===== src/rtl/core/ffha_ram.sv =====
// ----------------------------------------------------------------------------
// ffha_ram
// Generic single-write, single-read RAM with registered read data.
// ----------------------------------------------------------------------------
module ffha_ram #(
	parameter int WIDTH = 8,
	parameter int DEPTH = 16,
	localparam int AW = $clog2(DEPTH)
) (
	input  logic             clk,
	input  logic             we,
	input  logic [AW-1:0]    waddr,
	input  logic [WIDTH-1:0] wdata,
	input  logic [AW-1:0]    raddr,
	output logic [WIDTH-1:0] rdata
);

	logic [WIDTH-1:0] mem [DEPTH];
	logic [WIDTH-1:0] rdata_q;

	always_ff @(posedge clk) begin
		if (we) begin
			mem[waddr] <= wdata;
		end
		rdata_q <= mem[raddr];
	end

	assign rdata = rdata_q;

endmodule


===== config.mk =====
export PLATFORM = sky130hd
export DESIGN_NAME = ffha_ram
export DESIGN_NICKNAME = d
export VERILOG_FILES = /design/src/rtl/core/ffha_ram.sv
export SDC_FILE = /design/constraint.sdc
export NUM_CORES = 1
export LEC_CHECK = 0
export ABC_AREA = 1
export BUFFER_PORTS_ARGS = -buffer_cell sky130_fd_sc_hd__buf_4
export CAP_MARGIN = 30
export CORE_ASPECT_RATIO = 0.7
export CORE_UTILIZATION = 55
export CTS_BUF_LIST = sky130_fd_sc_hd__clkbuf_2
export DETAILED_ROUTE_END_ITERATION = 6
export PLACE_DENSITY = 0.75
export SYNTH_ARGS = -nofsm -noshare
export SYNTH_HDL_FRONTEND = slang
export SYNTH_SLANG_ARGS = --single-unit

===== constraint.sdc =====
create_clock -name clk -period 1 [get_ports clk]
set_input_delay 0.1 -clock clk [delete_from_list [all_inputs] [get_ports clk]]
set_output_delay 0.1 -clock clk [all_outputs]
set_load 0.005 [all_outputs]

# After elaboration in Yosys (flattened, before gate mapping)
# Memory sizes are Yosys's and may differ from the RTL's. A register that Yosys moved wholly into a read port is not among the register bits.
# Cells that the tools add are included.
# word_totals
register_bits	0
latch_bits	0
mem_bits_rw	128
rom_bits	0
in_bits	18
wordCells	3
n_memories	1
# mem_list
name	words	width	rd	rd_ports_with_merged_regs	write_ports	line_no	text
mem	16	8	1	1	1	18	logic [WIDTH-1:0] mem [DEPTH];
# op_classes
add_sub_neg	0
multipliers	0
n_div	0
n_lt_le_gt_ge	0
n_eq_ne	0
shifts	0
n_mux	2
bitwise	0
n_reduce_logical	0
# ops
operator	count
1-bit 2-to-1 mux	2

# Logic depth before layout (Yosys ltp)
# Gate-level depths: netlist (run 1).
# depth
word_depth	2
mapped_depth	8

# Worst setup path before layout (run 1)
# No wires, ideal clock.
# synth_timing
kind	input to register
startpoint	in waddr[3]
endpoint	mem mem[4][0], enable pin
t_arrival_ns	0.681
required_ns	0.630
slack_ns	-0.051
cell_stages	2
path_buffers	0
cell_sequence	nand3b_1 > nor2_1
# synth_lines
item	line_no	text
start: declaration	12	input logic [AW-1:0] waddr,
end: declaration	18	
# No word-level cell before the write port.

# Worst setup path after layout (run 1)
# layout_timing
startpoint	reg rdata_q[6] (netlist: rdata[6]) (read register of mem)
endpoint	out rdata[6]
# layout_lines
item	line_no	text
start: declaration	19	logic [WIDTH-1:0] rdata_q;
end: declaration	15	output logic [WIDTH-1:0] rdata
# No word-level cell between the ends.

==> results of run 1 <==
## worst max-delay path by stage
| stage | start | endpoint | depth (start not counted) |
|---|---|---|---|
| final | rdata[6] | rdata[6] | 1 |
| after global routing | rdata[5] | rdata[5] | 1 |
| after CTS | rdata[3] | rdata[3] | 1 |
| after detailed placement | waddr[3] | mem[5][0] | 4 |
| after global placement | raddr[0] | rdata[6] | 8 |
| after floorplan | waddr[2] | mem[10][0] | 2 |
## kinds of logic after synthesis
kind of cell | after synthesis
buffers and inverters | 126
and+or+nand+nor | 289
DFF | 136
## layout by cell type (no fill, tap or decap)
master	count
clkinv_2	2
buf_12	8
nand3b_1	2
nor2_1	14
nand2_1	171
inv_2	2
buf_4	41
nand2_2	2
nor2_2	3
buf_6	6
inv_1	100
dfxtp_4	1
nand3_2	45
nand3_1	51
dlygate4sd3_1	11
clkinvlp_4	1
clkbuf_2	18
nand3_4	1
edfxtp_1	128
dfxtp_2	5
clkinv_1	6
dfxtp_1	2
## sequential cells by signal (all words and copies together), names as in the netlist
signal / flops
mem: 128
rdata: 8
## routing by layer
layer,share of wire,global-route usage,wire length (um),vias to the layer above
met4,0.017,0.06791,235,0
li1,-,-,-,1900
met3,0.10,0.08369,1450,27
met5,0,0,0,-
met2,0.45,0.3928,6225,239
met1,0.43,0.3797,5934,1906
## final cells by class
| cell class | count | area, sq um |
|---|---|---|
| tap | 128 | 160.2 |
| clock buffer | 18 | 90.09 |
| sequential | 136 | 4014 |
| multi-input combinational | 289 | 1464 |
| inverter | 102 | 382.9 |
| fill | 728 | 3151 |
| clock inverter | 9 | 40.04 |
| timing repair buffer | 66 | 645.6 |
## Yosys cell counts
cell / n / area [sq um]
buf_1: 1 / 3.750
buf_2: 13 / 65.06
buf_4: 4 / 30.03
buf_6: 6 / 67.56
dfxtp_1: 8 / 160.2
edfxtp_1: 128 / 3844
inv_1: 100 / 375.4
inv_2: 2 / 7.510
nand2_1: 173 / 649.4
nand3_1: 97 / 485.5
nand3b_1: 2 / 15.01
nor2_1: 17 / 63.81
## report_power, final
group | total [mW] | internal, mW | switching [mW]
combinational | 1.03 | 0.393 | 0.636
clock | 2.29 | 0.527 | 1.76
sequential | 6.43 | 6.37 | 0.0611
## per-stage QoR
step	power (mW)	instance area [sq um]	setup WS, ns	setup TNS (ns)
4_1_cts	9.654	6556	-0.2681	-1.985
3_3_place_gp	7.391	6281	-0.1711	-10.01
3_5_place_dp	7.420	6281	-0.1652	-11.85
2_1_floorplan	6.977	5774	-0.05084	-4.120
6_report	9.746	6797	-0.2676	-1.875
5_1_grt	10.09	6797	-0.3650	-2.636
## what timing repair did
action                                 in CTS  in global routing
endpoints found under the hold margin     136                  0
pin swaps                                   0                 21
hold buffers                               11                  0
resized for setup                          13                 49
setup endpoints to repair                   9                 16
==> results.sh, run 1 <==
export IMPL_status="finished with violations"
export IMPL_violations="design-rule violations, negative setup slack"
export IMPL_worstSkewPairLatency_ns=0.66
export IMPL_path_class="reg2out"
export IMPL_start_util=0.5797
export IMPL_reg2reg_to="rdata[0]"
export IMPL_synth_mux_area_frac=0
export IMPL_crit_buf_inv=1
export IMPL_max_slew_margin_rel=0.7130
export IMPL_path_delay_family="flip-flops"
export IMPL_hold_violations=0
export IMPL_num_vias=4072
export IMPL_drc=1
export IMPL_rows=30
export IMPL_grt_ovfl_total=0
export IMPL_finalNonFillerCells=748
export IMPL_ys_seq_area_frac=0.6943
export IMPL_final_period_utilization=1.268
export IMPL_dp_cells=710
export IMPL_slew_viol_final=0
export IMPL_drtAntennaViolNets=0
export IMPL_synth_top_family_by_area="simple AND/OR/NAND/NOR gates"
export IMPL_drive_gt1_frac=0.2177
export IMPL_worstHoldStart="waddr[2]"
export IMPL_synth_cell_type_count=12
export IMPL_synth_compound_area_frac=0
export IMPL_ys_seq_elements=136
export IMPL_nets=630
export IMPL_synthXorXnorAreaFrac=0
export IMPL_grt_max_degree=52
export IMPL_postSynthAreaPerCell_sq_um=10.47
export IMPL_synthCells=551
export IMPL_hold_slack_ns=0.07567
export IMPL_htreeDepth=4
export IMPL_ioPinCount=26
export IMPL_fmax_ghz=0.7889
export IMPL_rrSetupSlack_ns=0.05
export IMPL_leakage_nw=2.966
export IMPL_synth_area_sq_mm=0.005767
export IMPL_finalSetupViolCount=8
export IMPL_clock_sinks=136
export IMPL_grt_antenna_before_repair=0
export IMPL_grt_pass1_vias=3834
export IMPL_worst_pin_slew_ns=0.4305
export IMPL_place_hpwl_mm=8.735
export IMPL_areaGrowthSynthToFinish_pct=17.86
export IMPL_slowest_delay_ns=0.41
export IMPL_wl_per_cell_um=18.51
export IMPL_skew_ns=0.03061
export IMPL_post_cts_buffers=0
export IMPL_clock_root_buffer="clkbuf_2"
export IMPL_start_kind="flop"
export IMPL_ff2ff_path_depth=6
export IMPL_setup_ws_ns=-0.2676
export IMPL_min_to="mem[1][4]"
export IMPL_numCtsBuffers=17
export IMPL_die_w_um=124.4
export IMPL_path_max_fanout=1
export IMPL_grt_pass1_wl_mm=20.92
export IMPL_place_congestion=0.8896
export IMPL_core_area_sq_mm=0.009947
export IMPL_port_buffer_count=25
export IMPL_crit_path_end_kind="output pin"
export IMPL_worstReg2RegStart="mem[14][0]"
export IMPL_period_minus_slack_ns=1.268
export IMPL_drt_pass1_iter_count=7
export IMPL_die_area_sq_mm=0.01090
export IMPL_n_antenna_cell=0
export IMPL_die_h_um=87.67
export IMPL_irDropWorstVdd_uv=1124
export IMPL_holdPathStages=5
export IMPL_cap_violations=0
export IMPL_synth_fa_ha_area_frac=0
export IMPL_cts_tree="done"
export IMPL_rsz0062_at_grt="yes"
export IMPL_viasPerCell=5.444
export IMPL_route_final_wire_length_mm=13.85
export IMPL_cp_cell_sequence="buf_6"
export IMPL_arrival_ns=1.17
export IMPL_powerDensity_mw_per_mm2=1434
export IMPL_drtIter0Drc=580
export IMPL_grt_usage=0.2638
export IMPL_synth_warnings=0
export IMPL_syn_nets=569
export IMPL_synth_simple_area_share=0.2105
export IMPL_worstPathRequired_ns=0.90
export IMPL_worst_path_max_delay_cell="dfxtp_2"
export IMPL_clk_pin_slew_ns=0.19
export IMPL_cts_buffer_depth=2
export IMPL_utilization=0.6833
export IMPL_min_path_type="in2reg"
(Power assumes the default switching activity.)
==> run 2: changes to the inputs <==
- clock period: 1 -> 1.1 ns (I/O delays scaled with it)
==> results.sh, run 2 (synthesis gave the netlist of run 1 again) <==
export IMPL_status="finished with violations"
export IMPL_violations="negative setup slack"
export IMPL_viasPerCell=5.311
export IMPL_worstPathRequired_ns=0.99
export IMPL_path_class="reg2out"
export IMPL_crit_path_end_kind="output pin"
export IMPL_top_usage_layer="met2"
export IMPL_start_kind="flop"
export IMPL_leakage_nw=2.916
export IMPL_cts_tree="done"
export IMPL_nFillCells=781
export IMPL_cap_violations=0
export IMPL_die_area_sq_mm=0.01090
export IMPL_slew_viol_final=0
export IMPL_die_w_um=124.4
export IMPL_crit_buf_inv=1
export IMPL_drtAntennaViolNets=0
export IMPL_skew_ns=0.03165
export IMPL_finalNonFillerCells=749
export IMPL_nets=626
export IMPL_irDropWorstVdd_uv=843.8
export IMPL_fmax_ghz=0.7902
export IMPL_place_hpwl_mm=7.968
export IMPL_holdPathStages=4
export IMPL_core_area_sq_mm=0.009947
export IMPL_grt_antenna_before_repair=0
export IMPL_worst_path_max_delay_cell="dfxtp_2"
export IMPL_rows=30
export IMPL_wl_per_cell_um=16.51
export IMPL_layout_commonest_cell="nand2_1"
export IMPL_final_period_utilization=1.150
export IMPL_max_slew_margin_rel=0.6915
export IMPL_gr_usage_met2=0.4088
export IMPL_met1_usage=0.3289
export IMPL_clock_sinks=136
export IMPL_route_final_wire_length_mm=12.37
export IMPL_grt_util_met3=0.06781
export IMPL_regMostFlops="mem"
export IMPL_areaGrowthSynthToFinish_pct=14.88
export IMPL_num_vias=3978
export IMPL_grt_ovfl_total=0
export IMPL_path_delay_family="flip-flops"
export IMPL_ff2ff_path_depth=6
export IMPL_final_cell_mix="nand2_1 (173), edfxtp_1 (128), inv_1 (100)"
export IMPL_min_path_type="in2reg"
export IMPL_slowest_delay_ns=0.37
export IMPL_n_antenna_cell=0
export IMPL_post_cts_buffers=0
export IMPL_drc=0
export IMPL_dp_cells=706
export IMPL_crit_cells=1
export IMPL_drt_pass1_iter_count=6
export IMPL_clk_pin_slew_ns=0.18
export IMPL_start_util=0.5797
export IMPL_arrival_ns=1.16
export IMPL_setup_ws_ns=-0.1655
export IMPL_worstSkewPairLatency_ns=0.69
export IMPL_drtIter0Drc=436
export IMPL_hold_violations=0
export IMPL_path_max_fanout=1
export IMPL_worst_pin_slew_ns=0.4628
export IMPL_grt_pass1_wl_mm=19.98
export IMPL_period_minus_slack_ns=1.266
export IMPL_htreeDepth=4
export IMPL_rsz0062_at_grt="yes"
export IMPL_drive_gt1_frac=0.1385
export IMPL_powerDensity_mw_per_mm2=1479
export IMPL_cts_buffer_depth=2
export IMPL_port_buffer_count=25
export IMPL_grt_max_degree=40
export IMPL_numCtsBuffers=17
export IMPL_grt_pass1_vias=3947
export IMPL_p_total_mw=9.797
export IMPL_clock_root_buffer="clkbuf_2"
export IMPL_largest_reg_flops=128
export IMPL_grt_usage=0.2492
export IMPL_cp_cell_sequence="buf_6"
export IMPL_pre_cts_ws_ns=-0.01392
export IMPL_ioPinCount=26
export IMPL_die_h_um=87.67
export IMPL_place_congestion=0.8176
export IMPL_finalSetupViolCount=8
run 2: cell types whose count changed in the layout (fill, tap and decap cells not counted), moves of 2 or more:
cell and delta:
bufinv_16 +4, nor2_1 +3, nor2_2 -3, nand3_1 +46
nand2_2 -2, nand2_1 +2, clkinv_2 +2, buf_4 -3
nand3_2 -45
run 2: final timing paths:
| kind | start | to | slack [ns] |
|---|---|---|---|
| max reg2reg | mem[9][4] | rdata[4] | 0.13 |
| max | rdata[3] | rdata[3] | -0.17 |
| min | we | mem[3][7] | 0.04 |
| min reg2reg | mem[12][1] | rdata[1] | 0.68 |
run 2: area by class of cell:
class | instances | area, sq um | area share
Sequential cell | 136 | 4011 | 0.6055
Multi-Input combinational cell | 289 | 1214 | 0.1832
Timing Repair Buffer | 62 | 603.1 | 0.09103
Inverter | 102 | 382.9 | 0.05779
Tap cell | 128 | 160.2 | 0.02417
Clock inverter | 13 | 158.9 | 0.02398
Clock buffer | 19 | 95.09 | 0.01435
run 2: power by group:
part / total (mW) / switching (mW) / internal [mW]
logic: 0.806 / 0.485 / 0.322
registers: 5.83 / 0.0422 / 5.79
clock network: 3.16 / 1.70 / 1.46
run 2: routing by layer:
layer | vias to the layer above | share of wire | wire length (um)
met5 | - | 0 | 0
met4 | 0 | 0.012 | 154
met3 | 18 | 0.090 | 1111
met2 | 176 | 0.47 | 5847
met1 | 1896 | 0.42 | 5256
li1 | 1888 | - | -
run 2: timing repair:
action | 4_1_cts | 5_1_grt
hold buffers | 11 | 0
endpoints found under the setup margin | 8 | 8
hold endpoints to repair | 136 | 0
gates resized for setup | 10 | 2
run 2: stage by stage:
stage	utilization	TNS (ns)	cell area [sq um]	hold WS [ns]
5_1_grt	0.6660	-1.821	6625	0.01842
2_1_floorplan	-	0	5767	0.2089
3_3_place_gp	0.6264	0	6231	0.4354
3_5_place_dp	0.6264	-0.07389	6231	0.4449
4_1_cts	0.6655	-1.510	6620	0.002778
6_report	0.6660	-1.205	6625	0.04305
